**config.mk**
```make
export PLATFORM = sky130hd
export DESIGN_NAME = rm2q_sqrt
export DESIGN_NICKNAME = d
export VERILOG_FILES = /design/src/rtl/rm2q_sqrt.sv
export SDC_FILE = /design/constraint.sdc
export NUM_CORES = 1
export LEC_CHECK = 0
export CORE_MARGIN = 4
export CORE_UTILIZATION = 55
export DETAILED_ROUTE_END_ITERATION = 12
export DONT_BUFFER_PORTS = 1
export GPL_TIMING_DRIVEN = 0
export HOLD_SLACK_MARGIN = 0.05
export PLACE_DENSITY = 0.7
export SYNTH_ARGS = -nofsm -noshare
export SYNTH_HDL_FRONTEND = slang
export SYNTH_SLANG_ARGS = --single-unit
```
**constraint.sdc**
```tcl
create_clock -name clk -period 5.83 [get_ports clk]
set_clock_uncertainty 0.15 [all_clocks]
set_input_delay 0.8745 -clock clk [delete_from_list [all_inputs] [get_ports clk]]
set_output_delay 0.8745 -clock clk [all_outputs]
set_load 0.03 [all_outputs]
```
**src/rtl/rm2q_sqrt.sv**
```systemverilog
module rm2q_sqrt #(
	parameter int SW = 19,
	parameter int PW = 8
) (
	input  logic clk,
	input  logic arst_n,
	input  logic adv,
	input  logic v_in,
	input  logic [2*SW-1:0] l,
	input  logic [PW-1:0] pay,
	output logic v_out,
	output logic [SW-1:0] root,
	output logic [PW-1:0] pay_out
);

	localparam int LW = 2 * SW;

	logic [LW-1:0] rem_s [SW];
	logic [SW-1:0] root_s [SW];
	logic [PW-1:0] pay_s [SW];
	logic v_s [SW];

	// One root bit per stage, most significant first; the remainder keeps L - root^2.
	for (genvar j = 0; j < SW; j++) begin : g_st
		localparam int K = SW - 1 - j;
		logic [LW-1:0] rem_i;
		logic [SW-1:0] root_i;
		logic [PW-1:0] pay_i;
		logic v_i;
		logic [LW:0] trial;
		logic take;

		if (j == 0) begin : g_first
			assign rem_i = l;
			assign root_i = '0;
			assign pay_i = pay;
			assign v_i = v_in;
		end else begin : g_next
			assign rem_i = rem_s[j-1];
			assign root_i = root_s[j-1];
			assign pay_i = pay_s[j-1];
			assign v_i = v_s[j-1];
		end

		assign trial = ((LW+1)'(root_i) << (K + 1)) + ((LW+1)'(1) << (2 * K));
		assign take = {1'b0, rem_i} >= trial;

		always_ff @(posedge clk or negedge arst_n) begin
			if (!arst_n) begin
				v_s[j] <= 1'b0;
			end else if (adv) begin
				v_s[j] <= v_i;
			end
		end

		always_ff @(posedge clk) begin
			if (adv) begin
				rem_s[j] <= take ? LW'({1'b0, rem_i} - trial) : rem_i;
				root_s[j] <= take ? (root_i | (SW'(1) << K)) : root_i;
				pay_s[j] <= pay_i;
			end
		end
	end

	assign v_out = v_s[SW-1];
	assign root = root_s[SW-1];
	assign pay_out = pay_s[SW-1];

endmodule

```
==> run_results.csv <==
group,metric,value,unit
die,num_rows,106,
worst_setup_path,cp-endpoint,"rem_s[9][35]",
synth,seq_area_frac_synth,67.2,%
die,fp.dieH,299,µm
drt,drt_iter0_drc,1590,
clock_network,cts.sinks,1045,
worst_hold_path,worstHoldPathType,"in -> reg",
sta,period_minus_slack,4.10,ns
synth,ys_ff_latch,1045,
worst_setup_path,r2r_cells,9,
synth,yosys_warnings,0,
die,die_area,89300,µm²
drt,viasPerCell,5.65,
finish,multi_input_area,14100,µm²
drt,antenna_left,0,
synth,async_reset_ff_share,1.82,%
synth,synth_edf_count,1026,
power_and_ir_drop,power_frac_comb,14.9,%
worst_setup_path,r2r_start,"rem_s[8][28]",
finish,seq_area,31300,µm²
sta,final.setup.tns,0,ns
run_status,outcome,"finished, final reports clean",
die,start_util,55.6,%
global_routing,antenna_found_initial,0,
worst_setup_path,worst_path_largest_cell_delay,0.56,ns
finish,nNetsFinal,3732,
synth,syn-cell-area,46500,µm²
sta,rsz0062_at_grt,"false",
worst_setup_path,required,6.03,ns
worst_setup_path,worstPathCellList,"ha_1, nor2b_1, nand4_1, nor4_1, nor4bb_1, and3_1, or4_1, a2111oi_0, xor2_1",
placement,port_buffers,0,
sta,relSlewSlack,23.8,%
clock_network,clk_pin_slew_worst_paths,0.06,ns
clock_network,cts_made_buffers,105,
drt,wl,85.3,mm
placement,gp_congestion,0.973,
finish,area_delta_synth_final,10.3,%
worst_setup_path,startpoint,"rem_s[8][28]",
clock_network,cts_tree,"built",
finish,fill_cells,6110,
power_and_ir_drop,p_per_area,373,nW/µm²
clock_network,insertion_delay,0.67,ns
worst_setup_path,cp.arrival,4.30,ns
worst_setup_path,r2r-end,"rem_s[9][35]",
worst_setup_path,worstPathMaxFanout,6,
drt,drc,0,
worst_setup_path,cp-start-kind,"register",
finish,final_core_util,61.3,%
die,core,83700,µm²
sta,finalCritPeriodShare,70.3,%
sta,finalMaxSlewViolations,0,
power_and_ir_drop,clockPowerShare,33.1,%
synth,netlist.area_leader.share,66.2,%
power_and_ir_drop,intPower,0.0142,W
synth,synthDistinctLibCells,83,
power_and_ir_drop,ir_drop,0.311,mV
drt,first_pass_iters,5,
global_routing,grt-ovfl-total,0,
worst_setup_path,slowest_stage,"nor4_1",
clock_network,cts_resized,0,
die,die_w,299,µm
synth,synthCells,3365,
global_routing,grt_pass1_vias,27657,
power_and_ir_drop,p_leak,19.0,nW
worst_setup_path,path_class,"reg -> reg",
synth,yosysMostFrequentCell,"edfxtp_1",
worst_setup_path,r2r_setup_slack,1.73,ns
finish,drive_gt1_share,7.13,%
power_and_ir_drop,p_seq_share,51.9,%
die,ios,78,
drt,avgRoutedWirePerCell,18.2,µm
sta,final_hold_viol_count,0,
synth,synth.largest_area_cell,"edfxtp_1",
synth,synth_flop_cell,"edfxtp_1",
clock_network,clock-root-buffer,"clkbuf_16",
power_and_ir_drop,swShare,25.9,%
synth,syn_nets,3620,
sta,fmax,244,MHz
placement,hpwl,60.2,mm
sta,setup_viol,0,
synth,yosys-top-cells-area,"edfxtp_1, ha_1, xnor2_1, xor2_1, a21oi_1",
flow_run,maxCapViolations,0,
global_routing,track_usage,19.0,%
synth,avgSynthCellArea,13.8,µm²
sta,tightestPinTransition,1.14,ns
synth,synth_top_cells_by_count,"edfxtp_1, inv_1, ha_1, nor2_1, a21oi_1",
power_and_ir_drop,power_switching,0.00496,W
worst_setup_path,crit_path_end_kind,"register",
clock_network,cts_buffer_depth,3,
finish,antenna_cells,0,
clock_network,cts-htree-levels,3,
global_routing,grt_max_degree,1028,
drt,vias,26513,
global_routing,grt_first_pass_wirelength,137,mm
cell families after synthesis:
logic type	synth area share, %
muxes	1.53
AOI/OAI and AO/OA	7.50
DFF	67.2
adders and majority gates	5.51
and+or+nand+nor	10.4
xor gates and xnor gates	5.38
buffers and inverters	2.43
critical path, delay by kind of cell, from the launching register on:
kind                     cells  cell delay, ns
XOR/XNOR                     1            0.12
AND/OR/NAND/NOR              6            2.09
AO/OA/AOI/OAI                1            0.56
adder cells (fa/ha/maj)      1            0.42
flip-flops                   1            0.41
layout make-up:
| cell class | count | area share (%) |
|---|---|---|
| clock buffers | 135 | 5.34 |
| multi-input cells | 2023 | 27.5 |
| clock inverters | 56 | 1.02 |
| well taps | 1134 | 2.76 |
| plain buffers | 49 | 0.385 |
| flip-flops and latches | 1045 | 60.9 |
| repair buffers | 5 | 0.234 |
| inverters | 248 | 1.81 |
cell usage in the layout (no fill, tap or decap), drive strengths merged, types with 18 or more instances in the layout:
cell / n
o21a: 39
o31ai: 23
xor2: 133
o21ai: 146
ha: 205
a21oi: 186
buf: 19
nor4: 94
a211oi: 18
edfxtp: 1026
a21o: 52
nor4b: 19
nand3: 45
inv: 252
nor3: 108
clkinv: 42
or3: 35
xnor2: 153
or4: 27
nand2b: 50
nand4: 34
nor2b: 31
mux2: 56
dfrtp: 19
clkbuf: 169
nor2: 197
nand2: 176
layer usage:
layer	wire length [µm]	track usage (%)	vias up	share of wire, %
met4	4890	10.0	0	5.7
met3	2800	2.95	277	3.3
met5	0	0	-	0
met2	47600	37.8	633	56
met1	30000	18.6	12730	35
li1	-	-	12873	-
flip-flops by register name (all words and copies together) (netlist names):
signal    cells
rem_s       684
root_s      190
pay_s       152
g_st.v_i     18
v_out         1
per-stage QoR:
step           worst slack, ns  hold WS, ns  std cells  instance area (µm²)  total power, W
3_3_place_gp              1.59        0.250       4499                47900          0.0127
2_1_floorplan             2.84        0.250       3365                46500          0.0120
4_1_cts                   1.47       0.0839       4691                51200          0.0192
5_1_grt                   1.43       0.0748       4695                51300          0.0201
3_5_place_dp              1.50        0.255       4499                47900          0.0128
6_report                  1.73        0.134       4695                51300          0.0192
what timing repair did:
item / CTS / global route
hold endpoints to repair: 19 / 0
hold buffers: 1 / 0
buffers inserted: 0 / 0
endpoints found under the setup margin: 0 / 0
power groups by stage:
stage               Clock, W  Sequential [W]  Combinational, W
floorplan                  0         0.00988           0.00216
global placement           0          0.0101           0.00260
detailed placement         0          0.0101           0.00271
CTS                  0.00651         0.00995           0.00273
global route         0.00685          0.0100           0.00319
finish               0.00635         0.00995           0.00286
worst min-delay path by stage:
stage                       startpoint            to  slack (ns)  depth (start not counted)
after floorplan            pay_s[9][0]  pay_s[10][0]        0.25                          0
after global placement     pay_s[9][1]  pay_s[10][1]        0.25                          0
after detailed placement  pay_s[11][3]  pay_s[12][3]        0.25                          0
after CTS                        l[34]  rem_s[0][34]        0.08                          0
after global routing             l[34]  rem_s[0][34]        0.07                          0
final                            l[34]  rem_s[0][34]        0.13                          0
No activity file was read; power rests on OpenSTA's default activity.
