--- config.mk ---
export PLATFORM = sky130hd
export DESIGN_NAME = rm2q_dir
export DESIGN_NICKNAME = d
export VERILOG_FILES = /design/src/rtl/rm2q_pkg.sv /design/src/rtl/rm2q_dir.sv
export SDC_FILE = /design/constraint.sdc
export NUM_CORES = 1
export LEC_CHECK = 0
export BUFFER_PORTS_ARGS = -buffer_cell sky130_fd_sc_hd__clkbuf_2
export CELL_PAD_IN_SITES_DETAIL_PLACEMENT = 1
export CELL_PAD_IN_SITES_GLOBAL_PLACEMENT = 1
export CORE_MARGIN = 2
export CORE_UTILIZATION = 45
export DETAILED_ROUTE_END_ITERATION = 12
export PLACE_DENSITY_LB_ADDON = 0.3
export SETUP_SLACK_MARGIN = 0.1
export SLEW_MARGIN = 20
export SYNTH_ARGS = -nofsm -noshare
export SYNTH_HDL_FRONTEND = slang
export SYNTH_SLANG_ARGS = --single-unit
--- constraint.sdc ---
create_clock -name clk -period 2.05 [get_ports clk]
set_input_delay 0.3075 -clock clk [delete_from_list [all_inputs] [get_ports clk]]
set_output_delay 0.3075 -clock clk [all_outputs]
set_load 0.02 [all_outputs]
--- src/rtl/rm2q_pkg.sv ---
package rm2q_pkg;

	// Components of a quaternion, in the order x, y, z, w.
	localparam int LANES = 4;
	// Matrix entries of one item.
	localparam int N_ENTRIES = 9;
	// Width of the matrix entry and quaternion component ports.
	localparam int FIELD_W = 16;

	typedef logic [FIELD_W-1:0] field_t;

endpackage

--- src/rtl/rm2q_dir.sv ---
module rm2q_dir #(
	parameter int FRAC_BITS = 14,
	parameter int DW = 19
) (
	input  logic clk,
	input  logic arst_n,
	input  logic adv,
	input  logic v_in,
	input  rm2q_pkg::field_t [rm2q_pkg::N_ENTRIES-1:0] m,
	output logic v_s1,
	output logic [rm2q_pkg::LANES-1:0][DW-1:0] d_s1
);

	localparam logic signed [DW-1:0] ONE = DW'(1) << FRAC_BITS;

	logic signed [DW-1:0] a00, a10, a20, a01, a11, a21, a02, a12, a22;
	logic signed [DW-1:0] tr, rx, ry, rz;
	logic [rm2q_pkg::LANES-1:0][DW-1:0] d_c;

	always_comb begin
		a00 = DW'($signed(m[0]));
		a10 = DW'($signed(m[1]));
		a20 = DW'($signed(m[2]));
		a01 = DW'($signed(m[3]));
		a11 = DW'($signed(m[4]));
		a21 = DW'($signed(m[5]));
		a02 = DW'($signed(m[6]));
		a12 = DW'($signed(m[7]));
		a22 = DW'($signed(m[8]));
		tr = a00 + a11 + a22;
		rx = ONE + a00 - a11 - a22;
		ry = ONE + a11 - a00 - a22;
		rz = ONE + a22 - a00 - a11;
		if (rx < 1) begin
			rx = DW'(1);
		end
		if (ry < 1) begin
			ry = DW'(1);
		end
		if (rz < 1) begin
			rz = DW'(1);
		end
		priority if (tr > 0) begin
			d_c[0] = a21 - a12;
			d_c[1] = a02 - a20;
			d_c[2] = a10 - a01;
			d_c[3] = ONE + tr;
		end else if (a00 > a11 && a00 > a22) begin
			d_c[0] = rx;
			d_c[1] = a01 + a10;
			d_c[2] = a02 + a20;
			d_c[3] = a21 - a12;
		end else if (a11 > a22) begin
			d_c[0] = a01 + a10;
			d_c[1] = ry;
			d_c[2] = a12 + a21;
			d_c[3] = a02 - a20;
		end else begin
			d_c[0] = a02 + a20;
			d_c[1] = a12 + a21;
			d_c[2] = rz;
			d_c[3] = a10 - a01;
		end
	end

	always_ff @(posedge clk or negedge arst_n) begin
		if (!arst_n) begin
			v_s1 <= 1'b0;
		end else if (adv) begin
			v_s1 <= v_in;
		end
	end

	always_ff @(posedge clk) begin
		if (adv) begin
			d_s1 <= d_c;
		end
	end

endmodule

==> flow_results.xml, run 1 <==
<?xml version="1.0" encoding="UTF-8"?>
<metrics>
  <group name="run_status">
    <metric name="run_status" unit="">stopped before the end</metric>
    <metric name="flow.stopped_at" unit="">clock tree synthesis</metric>
    <metric name="flow.first_error" unit="">[ERROR DPL-0033] detailed placement checks failed during check placement.</metric>
  </group>
  <group name="synth">
    <metric name="syn_avg_cell_area" unit="µm²">8.32</metric>
    <metric name="yosys_warnings" unit="">0</metric>
    <metric name="synth-edff-count" unit="">76</metric>
    <metric name="synth_largest_area_cell" unit="">sky130_fd_sc_hd__ha_1</metric>
    <metric name="ys_async_rst_share" unit="">0.0130</metric>
    <metric name="yosysSeqAreaShare" unit="">0.144</metric>
    <metric name="synth_cell_types" unit="">83</metric>
    <metric name="yosysTopAreaCellShare" unit="">0.237</metric>
    <metric name="postSynthRegisterBits" unit="">77</metric>
    <metric name="synthTopCellsByArea" unit="">sky130_fd_sc_hd__ha_1 24%, sky130_fd_sc_hd__edfxtp_1 14%, sky130_fd_sc_hd__fa_1 9.3%, sky130_fd_sc_hd__inv_1 5.3%, sky130_fd_sc_hd__xnor2_1 4.6%</metric>
    <metric name="synth.net_count" unit="">2448</metric>
    <metric name="synth_flop_cell" unit="">sky130_fd_sc_hd__edfxtp_1</metric>
    <metric name="synth.cell_area" unit="mm²">0.0160</metric>
    <metric name="synth_cells" unit="">1923</metric>
  </group>
  <group name="floorplanning">
    <metric name="floorplan.die.height" unit="µm">193</metric>
    <metric name="floorplan.rows" unit="">69</metric>
    <metric name="initial_core_util" unit="">0.453</metric>
    <metric name="die_width" unit="µm">193</metric>
    <metric name="ios" unit="">225</metric>
  </group>
  <group name="clocking">
    <metric name="cts_max_level" unit="">3</metric>
    <metric name="cts_setup_buffers" unit="">44</metric>
    <metric name="clock-sinks" unit="">77</metric>
    <metric name="cts_root_buffer" unit="">sky130_fd_sc_hd__clkbuf_16</metric>
    <metric name="cts_hold_buffers" unit="">1</metric>
    <metric name="cts.repair.resized" unit="">217</metric>
    <metric name="cts-buffers-inserted" unit="">9</metric>
    <metric name="cts_buffer_depth" unit="">2</metric>
  </group>
  <group name="placed_design">
    <metric name="dp.cells" unit="">3287</metric>
    <metric name="detailed_place_hpwl" unit="µm">69400</metric>
    <metric name="gp_congestion" unit="">0.937</metric>
    <metric name="place_worst_setup_slack" unit="ns">-3.67</metric>
    <metric name="port-buffer-count" unit="">224</metric>
  </group>
</metrics>
metrics by stage:
stage	area [µm²]	hold slack, ns	setup TNS [ns]
3_3_place_gp	23400	0.0820	-243.37
2_1_floorplan	16200	0.0119	-175.59
3_5_place_dp	23400	0.0835	-266.52
synth_stat cells (all sizes together), types with 21 or more instances:
cell    number
o21bai      21
nor3        69
nand2b      25
o211ai      22
xor2        42
fa          74
clkbuf      54
nand3       24
a21o        33
nand2      122
buf         24
nor2       131
a21oi      141
nor2b       38
o31ai       23
edfxtp      76
inv        227
ha         303
o21ai       96
xnor2       84
kinds of logic after synthesis:
family | synth area share
compound gates | 0.212
mux | 0.0178
flops | 0.144
buf+inv | 0.0747
simple gates | 0.153
xor+xnor | 0.0690
fa+ha+maj | 0.330
==> run 2, diff against run 1 <==
CELL_PAD_IN_SITES_DETAIL_PLACEMENT = not set   (was 1)
CELL_PAD_IN_SITES_GLOBAL_PLACEMENT = not set   (was 1)
CORE_UTILIZATION = 30   (was 45)
PLACE_DENSITY_LB_ADDON = 0.15   (was 0.3)
SETUP_SLACK_MARGIN = not set   (was 0.1)
==> run 2 against run 1 <==
The flow now finishes, with violations (negative setup slack). Area after synthesis did not move. Synthesized cell count did not move.
==> flow_results.xml, run 2 <==
<?xml version="1.0" encoding="UTF-8"?>
<metrics>
  <group name="power">
    <metric name="power.density" unit="mW/mm²">777</metric>
    <metric name="vdd_ir_drop_max" unit="mV">0.390</metric>
    <metric name="cellLeakagePower" unit="nW">12.8</metric>
    <metric name="power.total" unit="mW">19.9</metric>
  </group>
  <group name="routing">
    <metric name="wl_met2" unit="µm">32200</metric>
    <metric name="routed_via_density" unit="">4.88</metric>
    <metric name="routed_len_inst" unit="µm">18.5</metric>
    <metric name="met1Wirelength" unit="µm">30400</metric>
    <metric name="detailroute.via_count" unit="">17600</metric>
    <metric name="detailroute.wirelength.met3" unit="µm">2280</metric>
    <metric name="ant_nets" unit="">0</metric>
    <metric name="highest-signal-layer" unit="">met4</metric>
    <metric name="drc_errors" unit="">0</metric>
    <metric name="detailedRoute.firstIterationViolations" unit="">957</metric>
    <metric name="totalWireLength" unit="µm">66700</metric>
    <metric name="dr.pass1.iters" unit="">5</metric>
  </group>
  <group name="global_routing">
    <metric name="grtUsageTotal" unit="">0.232</metric>
    <metric name="grt_first_pass_wirelength" unit="µm">99600</metric>
    <metric name="grt_start_max_net_pins" unit="">37</metric>
    <metric name="via_count_of_the_first_global_routing_pass" unit="">17700</metric>
    <metric name="grt_antenna_before_repair" unit="">1</metric>
    <metric name="grt.overflow.total" unit="">0</metric>
  </group>
  <group name="clocking">
    <metric name="clock-sinks" unit="">77</metric>
    <metric name="cts_max_level" unit="">3</metric>
    <metric name="cts-buffers-inserted" unit="">9</metric>
    <metric name="worst_skew_pair.late_latency" unit="ns">0.36</metric>
    <metric name="tritoncts_clock_tree" unit="">yes</metric>
    <metric name="cts.clk_slew.worst_paths" unit="ns">0.07</metric>
    <metric name="cts_root_buffer" unit="">sky130_fd_sc_hd__clkbuf_16</metric>
    <metric name="cts_buffer_depth" unit="">2</metric>
  </group>
  <group name="critical_path">
    <metric name="crit_path_max_incr_delay" unit="ns">0.54</metric>
    <metric name="timing.reg2reg.worst_path_depth" unit="">1</metric>
    <metric name="register_to_register_setup_slack" unit="ns">1.31</metric>
    <metric name="worst_setup_path_end_kind" unit="">flop</metric>
    <metric name="critical-path-top-delay-family" unit="">compound AO/OA/AOI/OAI gates</metric>
    <metric name="required" unit="ns">2.15</metric>
    <metric name="critical_path.startpoint_type" unit="">input pin</metric>
    <metric name="crit_type" unit="">input pin to flop</metric>
    <metric name="cp.arrival" unit="ns">5.04</metric>
    <metric name="rr_endpoint" unit="">v_s1$_DFFE_PN0P_</metric>
    <metric name="timing.critical_path.buf_inv" unit="">4</metric>
    <metric name="worst-path-max-fanout" unit="">5</metric>
    <metric name="crit-reg2reg-launch" unit="">v_s1$_DFFE_PN0P_</metric>
    <metric name="timing.critical_path.from" unit="">m[65]</metric>
    <metric name="crit_path_top_delay_cell" unit="">sky130_fd_sc_hd__fa_1</metric>
    <metric name="critical_path.cell_chain" unit="">clkbuf_2, fa_1, ha_2, inv_2, fa_2, nand2b_4, a21o_4, o31ai_4, o211ai_1, a21o_1, nand2_2, ha_4, nand3_2, nor3_2, nand4b_1, a2111oi_2, nand4bb_1, buf_4, o31a_4, clkbuf_16, a311oi_2, a21oi_2</metric>
  </group>
  <group name="sta">
    <metric name="rsz0062_at_grt" unit="">yes</metric>
    <metric name="fmax" unit="MHz">202</metric>
    <metric name="max-slew-margin-rel" unit="">0.528</metric>
    <metric name="timing.clock.skew" unit="ns">0</metric>
    <metric name="worst_margin_pin_slew" unit="ns">0.701</metric>
    <metric name="smallest_setup_slack_after_layout" unit="ns">-2.89</metric>
    <metric name="tcrit_tclk_final" unit="">2.41</metric>
    <metric name="hold_slack" unit="ns">0.182</metric>
    <metric name="fin_tns_setup" unit="ns">-211.58</metric>
    <metric name="final_hold_viol_count" unit="">0</metric>
    <metric name="timing.final.max_slew_violations" unit="">0</metric>
    <metric name="timing.final.setup_violations" unit="">76</metric>
    <metric name="min_period" unit="ns">4.94</metric>
  </group>
  <group name="synth">
    <metric name="synth_cell_types" unit="">83</metric>
    <metric name="yosysSeqAreaShare" unit="">0.144</metric>
    <metric name="most_common_cell_in_the_synthesized_netlist" unit="">sky130_fd_sc_hd__ha_1</metric>
    <metric name="yosysTopAreaCellShare" unit="">0.237</metric>
    <metric name="synth_cells" unit="">1923</metric>
    <metric name="ys_async_rst_share" unit="">0.0130</metric>
    <metric name="yosys_warnings" unit="">0</metric>
    <metric name="syn_avg_cell_area" unit="µm²">8.32</metric>
    <metric name="synth_flop_cell" unit="">sky130_fd_sc_hd__edfxtp_1</metric>
    <metric name="synthTopCellsByArea" unit="">sky130_fd_sc_hd__ha_1 24%, sky130_fd_sc_hd__edfxtp_1 14%, sky130_fd_sc_hd__fa_1 9.3%, sky130_fd_sc_hd__inv_1 5.3%, sky130_fd_sc_hd__xnor2_1 4.6%</metric>
    <metric name="synth-edff-count" unit="">76</metric>
    <metric name="synth.cell_area" unit="mm²">0.0160</metric>
    <metric name="postSynthRegisterBits" unit="">77</metric>
    <metric name="synth.net_count" unit="">2448</metric>
    <metric name="synth_largest_area_cell" unit="">sky130_fd_sc_hd__ha_1</metric>
    <metric name="yosys-top-cells-count" unit="">303 x sky130_fd_sc_hd__ha_1, 227 x sky130_fd_sc_hd__inv_1, 141 x sky130_fd_sc_hd__a21oi_1</metric>
  </group>
  <group name="layout">
    <metric name="final_cell_mix" unit="">785 x sky130_fd_sc_hd__buf_4, 287 x sky130_fd_sc_hd__ha_1, 220 x sky130_fd_sc_hd__clkbuf_2</metric>
    <metric name="synthToLayoutAreaGrowth" unit="%">60.0</metric>
    <metric name="largest_reg_flops" unit="">76</metric>
    <metric name="final_layout_size_suffix_gt1_frac" unit="">0.430</metric>
    <metric name="final_cell_count_no_fill" unit="">3604</metric>
    <metric name="layout.filler_cells" unit="">5140</metric>
    <metric name="reg_top3" unit="">d_s1 x76, v_s1 x1</metric>
    <metric name="final_nets" unit="">3436</metric>
    <metric name="layout_commonest_cell" unit="">sky130_fd_sc_hd__buf_4</metric>
    <metric name="top_register" unit="">d_s1</metric>
  </group>
  <group name="floorplanning">
    <metric name="core" unit="mm²">0.0527</metric>
    <metric name="dieArea" unit="mm²">0.0552</metric>
    <metric name="ios" unit="">225</metric>
    <metric name="floorplan.die.height" unit="µm">235</metric>
    <metric name="initial_core_util" unit="">0.304</metric>
    <metric name="die_width" unit="µm">235</metric>
    <metric name="floorplan.rows" unit="">84</metric>
  </group>
  <group name="hold_path">
    <metric name="min-delay-start" unit="">v_in</metric>
    <metric name="worstHoldEndpoint" unit="">v_s1$_DFFE_PN0P_</metric>
    <metric name="hold_path_class" unit="">input pin to flop</metric>
    <metric name="worst_hold_path_cell_count" unit="">2</metric>
  </group>
  <group name="placed_design">
    <metric name="detailed_place_hpwl" unit="µm">56800</metric>
    <metric name="dp.cells" unit="">3540</metric>
    <metric name="port-buffer-count" unit="">224</metric>
    <metric name="gp_congestion" unit="">0.934</metric>
    <metric name="place_worst_setup_slack" unit="ns">-3.66</metric>
  </group>
  <group name="run_status">
    <metric name="run_status" unit="">finished, violations left</metric>
    <metric name="failed_checks" unit="">negative setup slack</metric>
  </group>
  <group name="job">
    <metric name="timing.max_cap.violations" unit="">0</metric>
  </group>
</metrics>
run 2: worst max path at each step:
stage / slack [ns] / end / cells past startpoint
2_1_floorplan: -2.47 / d_s1[31]$_DFFE_PP_ / 22
3_3_place_gp: -3.67 / d_s1[18]$_DFFE_PP_ / 21
3_5_place_dp: -3.66 / d_s1[18]$_DFFE_PP_ / 22
4_1_cts: -2.84 / d_s1[5]$_DFFE_PP_ / 23
5_1_grt: -2.99 / d_s1[5]$_DFFE_PP_ / 23
6_report: -2.89 / d_s1[5]$_DFFE_PP_ / 22
run 2: power breakdown:
group,total (mW),switching (mW),internal (mW)
sequential,2.72,0.335,2.39
clock,1.80,0.735,1.06
combinational,15.4,7.82,7.55
total,19.9,8.89,11.0
run 2: per-stage QoR:
step           cell area, µm²  utilization
3_3_place_gp            23900        0.453
6_report                25600        0.486
5_1_grt                 25600        0.486
2_1_floorplan           16200            -
4_1_cts                 24800        0.470
3_5_place_dp            23900        0.453
run 2: routing by layer:
layer,vias up,GRT usage
li1,8712,-
met2,413,0.400
met5,-,0
met1,8386,0.308
met4,0,0.0673
met3,79,0.0186
run 2: what timing repair did:
item,CTS,global route
cloned,2,7
setup buffers,17,23
endpoints found under the setup margin,76,76
pin swaps,19,52
hold buffers,1,0
endpoints found under the hold margin,1,0
resized for setup,100,125
run 2: logic make-up after synthesis:
group | share of synthesized area
AOI/OAI and AO/OA | 0.212
and+or+nand+nor | 0.153
adders and majority gates | 0.330
buffers and inverters | 0.0747
xor gates and xnor gates | 0.0690
DFF | 0.144
muxes | 0.0178
run 2: final cells by class:
class,count,area (µm²),area share
sequential,77,2310,0.0901
clock inverter,6,88.8,0.00347
inverter,229,868,0.0339
timing repair buffer,1054,7760,0.303
multi-input combinational,1540,13500,0.527
clock buffer,9,225,0.00880
antenna,1,2.50,0.0000978
tap,688,861,0.0336
No activity file was read; power rests on OpenSTA's default activity.
==> run 3, diff against run 2 <==
CELL_PAD_IN_SITES_DETAIL_PLACEMENT = 2   (was not set)
CELL_PAD_IN_SITES_GLOBAL_PLACEMENT = 2   (was not set)
SKIP_CTS_REPAIR_TIMING = 1   (was not set)
==> run 3 against run 2 <==
Worst setup slack got worse by 0.15 ns. The run still ends with negative setup slack left. Largest power group unchanged. Clock power rose by 4%. Clock skew is the same. Core utilization is 0.80 points higher. Design area up 1.6%. Critical endpoint is now d_s1[13]$_DFFE_PP_. Routed wire length grew 48%.
==> flow_results.xml, run 3 (same netlist as run 2, synthesis figures left out) <==
<?xml version="1.0" encoding="UTF-8"?>
<metrics>
  <group name="layout">
    <metric name="fin_util" unit="">0.494</metric>
    <metric name="layout_commonest_cell" unit="">sky130_fd_sc_hd__buf_4</metric>
    <metric name="layout.filler_cells" unit="">5761</metric>
    <metric name="final_nets" unit="">3447</metric>
    <metric name="top_register" unit="">d_s1</metric>
    <metric name="final_layout_size_suffix_gt1_frac" unit="">0.444</metric>
    <metric name="multiInputGateArea" unit="mm²">0.0138</metric>
    <metric name="final_cell_mix" unit="">797 x sky130_fd_sc_hd__buf_4, 282 x sky130_fd_sc_hd__ha_1, 221 x sky130_fd_sc_hd__clkbuf_2</metric>
    <metric name="synthToLayoutAreaGrowth" unit="%">62.6</metric>
    <metric name="final_cell_count_no_fill" unit="">3616</metric>
    <metric name="reg_top3" unit="">d_s1 x76, v_s1 x1</metric>
    <metric name="largest_reg_flops" unit="">76</metric>
    <metric name="layout.area.seq" unit="mm²">0.00231</metric>
  </group>
  <group name="sta">
    <metric name="tcrit_tclk_final" unit="">2.48</metric>
    <metric name="fmax" unit="MHz">197</metric>
    <metric name="worst_margin_pin_slew" unit="ns">0.825</metric>
    <metric name="max-slew-margin-rel" unit="">0.443</metric>
    <metric name="timing.final.setup_violations" unit="">76</metric>
    <metric name="min_period" unit="ns">5.09</metric>
    <metric name="timing.clock.skew" unit="ns">0</metric>
    <metric name="hold_slack" unit="ns">0.183</metric>
    <metric name="rsz0062_at_grt" unit="">yes</metric>
    <metric name="final_hold_viol_count" unit="">0</metric>
    <metric name="smallest_setup_slack_after_layout" unit="ns">-3.04</metric>
    <metric name="timing.final.max_slew_violations" unit="">0</metric>
  </group>
  <group name="placed_design">
    <metric name="port-buffer-count" unit="">224</metric>
    <metric name="place_worst_setup_slack" unit="ns">-3.85</metric>
    <metric name="gp_congestion" unit="">0.916</metric>
    <metric name="detailed_place_hpwl" unit="µm">71800</metric>
    <metric name="dp.cells" unit="">3549</metric>
  </group>
  <group name="critical_path">
    <metric name="worst_setup_path_end_kind" unit="">flop</metric>
    <metric name="critical_path.startpoint_type" unit="">input pin</metric>
    <metric name="required" unit="ns">2.12</metric>
    <metric name="cp.arrival" unit="ns">5.16</metric>
    <metric name="crit_type" unit="">input pin to flop</metric>
    <metric name="worst-path-max-fanout" unit="">7</metric>
    <metric name="timing.reg2reg.worst_path_depth" unit="">1</metric>
    <metric name="register_to_register_setup_slack" unit="ns">1.29</metric>
  </group>
  <group name="floorplanning">
    <metric name="floorplan.rows" unit="">84</metric>
    <metric name="initial_core_util" unit="">0.304</metric>
    <metric name="floorplan.die.height" unit="µm">235</metric>
    <metric name="ios" unit="">225</metric>
    <metric name="core" unit="mm²">0.0527</metric>
    <metric name="dieArea" unit="mm²">0.0552</metric>
    <metric name="die_width" unit="µm">235</metric>
  </group>
  <group name="clocking">
    <metric name="cts_max_level" unit="">3</metric>
    <metric name="clock-sinks" unit="">77</metric>
    <metric name="cts.clk_slew.worst_paths" unit="ns">0.08</metric>
    <metric name="tritoncts_clock_tree" unit="">yes</metric>
    <metric name="cts-buffers-inserted" unit="">9</metric>
    <metric name="worst_skew_pair.late_latency" unit="ns">0.37</metric>
    <metric name="cts_buffer_depth" unit="">2</metric>
    <metric name="cts_root_buffer" unit="">sky130_fd_sc_hd__clkbuf_16</metric>
  </group>
  <group name="routing">
    <metric name="detailroute.via_count" unit="">19700</metric>
    <metric name="ant_nets" unit="">0</metric>
    <metric name="detailedRoute.firstIterationViolations" unit="">1139</metric>
    <metric name="routed_len_inst" unit="µm">27.2</metric>
    <metric name="routed_via_density" unit="">5.44</metric>
    <metric name="drc_errors" unit="">0</metric>
    <metric name="dr.pass1.iters" unit="">5</metric>
    <metric name="totalWireLength" unit="µm">98500</metric>
  </group>
  <group name="global_routing">
    <metric name="grt_antenna_before_repair" unit="">2</metric>
    <metric name="grtUsageTotal" unit="">0.290</metric>
    <metric name="grt_start_max_net_pins" unit="">34</metric>
    <metric name="via_count_of_the_first_global_routing_pass" unit="">21000</metric>
    <metric name="grt.overflow.total" unit="">0</metric>
    <metric name="grt_first_pass_wirelength" unit="µm">125000</metric>
  </group>
  <group name="run_status">
    <metric name="run_status" unit="">finished, violations left</metric>
    <metric name="failed_checks" unit="">negative setup slack</metric>
  </group>
  <group name="hold_path">
    <metric name="worst_hold_path_cell_count" unit="">2</metric>
    <metric name="hold_path_class" unit="">input pin to flop</metric>
  </group>
  <group name="power">
    <metric name="power.total" unit="mW">22.5</metric>
    <metric name="power.density" unit="mW/mm²">864</metric>
    <metric name="vdd_ir_drop_max" unit="mV">0.512</metric>
    <metric name="cellLeakagePower" unit="nW">12.9</metric>
  </group>
  <group name="job">
    <metric name="timing.max_cap.violations" unit="">0</metric>
  </group>
</metrics>
[run 3: cell count changes in the layout (fill, tap and decap cells not counted), moves of 5 or more]
| cell | delta |
|---|---|
| sky130_fd_sc_hd__nand2_2 | -6 |
| sky130_fd_sc_hd__ha_1 | -5 |
| sky130_fd_sc_hd__nor3_1 | -10 |
| sky130_fd_sc_hd__inv_2 | +7 |
| sky130_fd_sc_hd__o21ai_1 | +8 |
| sky130_fd_sc_hd__buf_4 | +12 |
| sky130_fd_sc_hd__inv_1 | -7 |
| sky130_fd_sc_hd__ha_4 | +5 |
| sky130_fd_sc_hd__nor3_4 | +5 |
| sky130_fd_sc_hd__nand2_1 | +7 |
| sky130_fd_sc_hd__nor3_2 | +5 |
| sky130_fd_sc_hd__o21ai_0 | -9 |
[run 3: through the flow]
step / cell area, µm² / TNS, ns
2_1_floorplan: 16200 / -175.59
3_3_place_gp: 23900 / -265.85
3_5_place_dp: 23900 / -283.25
4_1_cts: 24200 / -258.54
5_1_grt: 26000 / -226.33
6_report: 26000 / -220.28
[run 3: layer usage]
metal	global-route usage	wire length (µm)	vias up
met4	0.0903	5170	2
met2	0.538	50400	714
met5	0	11	-
li1	-	-	8728
met1	0.350	38400	10000
met3	0.0275	4500	233
[run 3: worst max-delay path: stages]
cell	delay (ns)
sky130_fd_sc_hd__buf_4	0.11
sky130_fd_sc_hd__clkinvlp_4	0.11
sky130_fd_sc_hd__fa_2	0.62
sky130_fd_sc_hd__inv_4	0.08
sky130_fd_sc_hd__buf_4	0.15
sky130_fd_sc_hd__ha_4	0.25
sky130_fd_sc_hd__a21oi_4	0.24
sky130_fd_sc_hd__o2111ai_4	0.17
sky130_fd_sc_hd__nand3_2	0.13
sky130_fd_sc_hd__a21oi_2	0.07
sky130_fd_sc_hd__a21o_1	0.20
sky130_fd_sc_hd__a21oi_2	0.23
sky130_fd_sc_hd__xnor2_2	0.14
sky130_fd_sc_hd__inv_2	0.09
sky130_fd_sc_hd__ha_4	0.18
sky130_fd_sc_hd__nand3_4	0.08
sky130_fd_sc_hd__nor3_4	0.21
sky130_fd_sc_hd__nand4b_1	0.25
sky130_fd_sc_hd__a2111oi_4	0.28
sky130_fd_sc_hd__nand4bb_1	0.13
sky130_fd_sc_hd__buf_4	0.18
sky130_fd_sc_hd__o31ai_4	0.25
sky130_fd_sc_hd__buf_12	0.17
sky130_fd_sc_hd__buf_8	0.13
sky130_fd_sc_hd__buf_6	0.12
sky130_fd_sc_hd__o311a_1	0.17
sky130_fd_sc_hd__a21oi_1	0.08
[run 3: area by class of cell]
type | count | area share
repair buffers | 1065 | 0.302
inverters | 229 | 0.0334
diodes | 1 | 0.0000962
flip-flops and latches | 77 | 0.0887
clock buffers | 10 | 0.00880
well taps | 688 | 0.0331
clock inverters | 6 | 0.00337
multi-input cells | 1540 | 0.530
[run 3: worst paths after layout]
check	start	to
min in group asynchronous	arst_n	v_s1$_DFFE_PN0P_
max in group asynchronous	arst_n	v_s1$_DFFE_PN0P_
worst min-delay path	v_in	v_s1$_DFFE_PN0P_
worst max-delay path	m[130]	d_s1[13]$_DFFE_PP_
worst min register to register	v_s1$_DFFE_PN0P_	v_s1$_DFFE_PN0P_
worst max register to register	v_s1$_DFFE_PN0P_	v_s1$_DFFE_PN0P_
[run 3: power by group]
| group | leakage, nW | internal [mW] | switching (mW) |
|---|---|---|---|
| registers | 0.754 | 2.39 | 0.412 |
| logic | 12.0 | 7.98 | 9.84 |
| clock network | 0.156 | 1.07 | 0.799 |
| total | 12.9 | 11.4 | 11.0 |
==> run 4, diff against run 3 <==
CELL_PAD_IN_SITES_DETAIL_PLACEMENT = not set   (was 2)
CELL_PAD_IN_SITES_GLOBAL_PLACEMENT = not set   (was 2)
==> run 4 against run 3 <==
Clock power down 4%. Final cell count down 0.86%. Register-to-register slack better by 0.02 ns. Clock skew stayed put. The run still ends with negative setup slack left. Sequential share of layout area increased by 0.43 points. Non-clock buffer count is 29 lower. Combinational power down 20%. Die area unchanged. Critical path depth decreased by 3. Total power shrank 16%. Clock-buffer cell count fell by 1.
==> flow_results.xml, run 4 (same netlist as run 2, synthesis figures left out) <==
<?xml version="1.0" encoding="UTF-8"?>
<metrics>
  <group name="power">
    <metric name="power.density" unit="mW/mm²">760</metric>
    <metric name="cellLeakagePower" unit="nW">12.5</metric>
    <metric name="vdd_ir_drop_max" unit="mV">0.386</metric>
  </group>
  <group name="sta">
    <metric name="worst_margin_pin_slew" unit="ns">0.779</metric>
    <metric name="min_period" unit="ns">4.97</metric>
    <metric name="tcrit_tclk_final" unit="">2.43</metric>
    <metric name="max-slew-margin-rel" unit="">0.475</metric>
    <metric name="timing.clock.skew" unit="ns">0</metric>
    <metric name="timing.final.setup_violations" unit="">76</metric>
    <metric name="final_hold_viol_count" unit="">0</metric>
    <metric name="fmax" unit="MHz">201</metric>
    <metric name="timing.final.max_slew_violations" unit="">0</metric>
    <metric name="smallest_setup_slack_after_layout" unit="ns">-2.92</metric>
    <metric name="rsz0062_at_grt" unit="">yes</metric>
  </group>
  <group name="floorplanning">
    <metric name="initial_core_util" unit="">0.304</metric>
    <metric name="floorplan.die.height" unit="µm">235</metric>
    <metric name="floorplan.rows" unit="">84</metric>
    <metric name="ios" unit="">225</metric>
    <metric name="die_width" unit="µm">235</metric>
    <metric name="dieArea" unit="mm²">0.0552</metric>
    <metric name="core" unit="mm²">0.0527</metric>
  </group>
  <group name="hold_path">
    <metric name="worstHoldEndpoint" unit="">v_s1$_DFFE_PN0P_</metric>
    <metric name="min-delay-start" unit="">v_in</metric>
    <metric name="worst_hold_path_cell_count" unit="">2</metric>
    <metric name="hold_path_class" unit="">input pin to flop</metric>
  </group>
  <group name="critical_path">
    <metric name="timing.reg2reg.worst_path_depth" unit="">1</metric>
    <metric name="critical_path.startpoint_type" unit="">input pin</metric>
    <metric name="register_to_register_setup_slack" unit="ns">1.31</metric>
    <metric name="crit-reg2reg-launch" unit="">v_s1$_DFFE_PN0P_</metric>
    <metric name="required" unit="ns">2.15</metric>
    <metric name="worst_setup_path_end_kind" unit="">flop</metric>
    <metric name="worst-path-max-fanout" unit="">8</metric>
    <metric name="cp.arrival" unit="ns">5.08</metric>
    <metric name="rr_endpoint" unit="">v_s1$_DFFE_PN0P_</metric>
    <metric name="crit_type" unit="">input pin to flop</metric>
  </group>
  <group name="layout">
    <metric name="reg_top3" unit="">d_s1 x76, v_s1 x1</metric>
    <metric name="layout.filler_cells" unit="">5227</metric>
    <metric name="multiInputGateArea" unit="mm²">0.0130</metric>
    <metric name="final_nets" unit="">3417</metric>
    <metric name="synthToLayoutAreaGrowth" unit="%">55.0</metric>
    <metric name="top_register" unit="">d_s1</metric>
    <metric name="largest_reg_flops" unit="">76</metric>
    <metric name="layout.area.seq" unit="mm²">0.00231</metric>
    <metric name="final_cell_mix" unit="">792 x sky130_fd_sc_hd__buf_4, 291 x sky130_fd_sc_hd__ha_1, 222 x sky130_fd_sc_hd__clkbuf_2</metric>
    <metric name="final_layout_size_suffix_gt1_frac" unit="">0.402</metric>
    <metric name="fin_util" unit="">0.471</metric>
    <metric name="layout_commonest_cell" unit="">sky130_fd_sc_hd__buf_4</metric>
  </group>
  <group name="placed_design">
    <metric name="gp_congestion" unit="">0.934</metric>
    <metric name="place_worst_setup_slack" unit="ns">-3.66</metric>
    <metric name="detailed_place_hpwl" unit="µm">56800</metric>
    <metric name="port-buffer-count" unit="">224</metric>
  </group>
  <group name="routing">
    <metric name="drc_errors" unit="">0</metric>
    <metric name="ant_nets" unit="">0</metric>
    <metric name="detailroute.via_count" unit="">17300</metric>
    <metric name="detailedRoute.firstIterationViolations" unit="">1072</metric>
    <metric name="totalWireLength" unit="µm">65500</metric>
    <metric name="routed_len_inst" unit="µm">18.3</metric>
    <metric name="dr.pass1.iters" unit="">6</metric>
    <metric name="routed_via_density" unit="">4.84</metric>
  </group>
  <group name="clocking">
    <metric name="worst_skew_pair.late_latency" unit="ns">0.36</metric>
    <metric name="tritoncts_clock_tree" unit="">yes</metric>
    <metric name="clock-sinks" unit="">77</metric>
    <metric name="cts_max_level" unit="">3</metric>
    <metric name="cts-buffers-inserted" unit="">9</metric>
    <metric name="cts_root_buffer" unit="">sky130_fd_sc_hd__clkbuf_16</metric>
    <metric name="cts_buffer_depth" unit="">2</metric>
    <metric name="cts.clk_slew.worst_paths" unit="ns">0.07</metric>
  </group>
  <group name="global_routing">
    <metric name="grt_start_max_net_pins" unit="">37</metric>
    <metric name="via_count_of_the_first_global_routing_pass" unit="">17500</metric>
    <metric name="grt.overflow.total" unit="">0</metric>
    <metric name="grt_antenna_before_repair" unit="">1</metric>
    <metric name="grt_first_pass_wirelength" unit="µm">98200</metric>
    <metric name="grtUsageTotal" unit="">0.228</metric>
  </group>
  <group name="job">
    <metric name="timing.max_cap.violations" unit="">0</metric>
  </group>
  <group name="run_status">
    <metric name="failed_checks" unit="">negative setup slack</metric>
    <metric name="run_status" unit="">finished, violations left</metric>
  </group>
</metrics>
==> run 4: changes by cell type in the layout (fill, tap and decap cells not counted), moves of 7 or more <==
cell                      change
sky130_fd_sc_hd__inv_1       +11
sky130_fd_sc_hd__ha_4        -10
sky130_fd_sc_hd__nor3_1      +11
sky130_fd_sc_hd__o21ai_2     -10
sky130_fd_sc_hd__ha_1         +9
sky130_fd_sc_hd__nand2_1     +12
sky130_fd_sc_hd__o21ai_0     +20
sky130_fd_sc_hd__nand2_4      -8
sky130_fd_sc_hd__a21oi_2     -12
sky130_fd_sc_hd__o21ai_1      -7
sky130_fd_sc_hd__inv_2        -9
sky130_fd_sc_hd__a21oi_1     +13
sky130_fd_sc_hd__buf_6       -14
==> run 4: worst max-delay path, cell delays in order <==
cell	delay, ns
sky130_fd_sc_hd__buf_6	0.10
sky130_fd_sc_hd__buf_6	0.11
sky130_fd_sc_hd__fa_1	0.54
sky130_fd_sc_hd__ha_2	0.18
sky130_fd_sc_hd__inv_2	0.04
sky130_fd_sc_hd__fa_2	0.40
sky130_fd_sc_hd__nand2b_4	0.17
sky130_fd_sc_hd__a21o_4	0.23
sky130_fd_sc_hd__o31ai_4	0.26
sky130_fd_sc_hd__o211ai_1	0.21
sky130_fd_sc_hd__a21o_1	0.24
sky130_fd_sc_hd__nand2_2	0.11
sky130_fd_sc_hd__ha_4	0.18
sky130_fd_sc_hd__nand3_2	0.07
sky130_fd_sc_hd__nor3_2	0.20
sky130_fd_sc_hd__nand4b_1	0.19
sky130_fd_sc_hd__a2111oi_2	0.24
sky130_fd_sc_hd__nand4bb_1	0.22
sky130_fd_sc_hd__buf_4	0.20
sky130_fd_sc_hd__o31ai_4	0.21
sky130_fd_sc_hd__buf_6	0.18
sky130_fd_sc_hd__clkbuf_16	0.17
sky130_fd_sc_hd__nor2_2	0.06
sky130_fd_sc_hd__a31o_1	0.23
==> run 4: how the worst max path moves through the flow <==
stage,startpoint,to,depth (start not counted)
2_1_floorplan,m[130],d_s1[31]$_DFFE_PP_,22
3_3_place_gp,m[130],d_s1[18]$_DFFE_PP_,21
3_5_place_dp,m[129],d_s1[18]$_DFFE_PP_,22
4_1_cts,m[129],d_s1[18]$_DFFE_PP_,22
5_1_grt,m[129],d_s1[62]$_DFFE_PP_,23
6_report,m[129],d_s1[71]$_DFFE_PP_,24
==> run 4: metal layers <==
metal,track usage,up-vias,routed length (µm)
met2,0.394,439,31500
met5,0,-,0
met3,0.0194,66,2620
li1,-,8667,-
met1,0.305,8167,29800
met4,0.0608,0,1610
==> run 4: per-stage QoR <==
stage | area (µm²) | std cells | hold slack [ns] | TNS, ns | power (mW)
floorplan | 16200 | 1923 | 0.0119 | -175.59 | 8.97
global placement | 23900 | 3540 | 0.0843 | -268.39 | 16.1
detailed placement | 23900 | 3540 | 0.0841 | -266.76 | 16.1
CTS | 24200 | 3555 | -0.316 | -240.53 | 18.1
global route | 24800 | 3585 | 0.186 | -223.83 | 20.1
finish | 24800 | 3585 | 0.180 | -213.07 | 18.8
==> run 4: where the power goes <==
part / total (mW) / leakage (nW) / switching [mW] / internal [mW]
logic: 14.3 / 11.6 / 7.32 / 7.00
clock network: 1.80 / 0.148 / 0.737 / 1.06
registers: 2.73 / 0.754 / 0.340 / 2.39
total: 18.8 / 12.5 / 8.40 / 10.4
==> run 4: cell type report <==
cell class	count	share of cell area
diodes	1	0.000101
clock buffers	9	0.00908
clock inverters	6	0.00358
inverters	229	0.0348
multi-input cells	1539	0.525
flip-flops and latches	77	0.0930
well taps	688	0.0347
repair buffers	1036	0.300
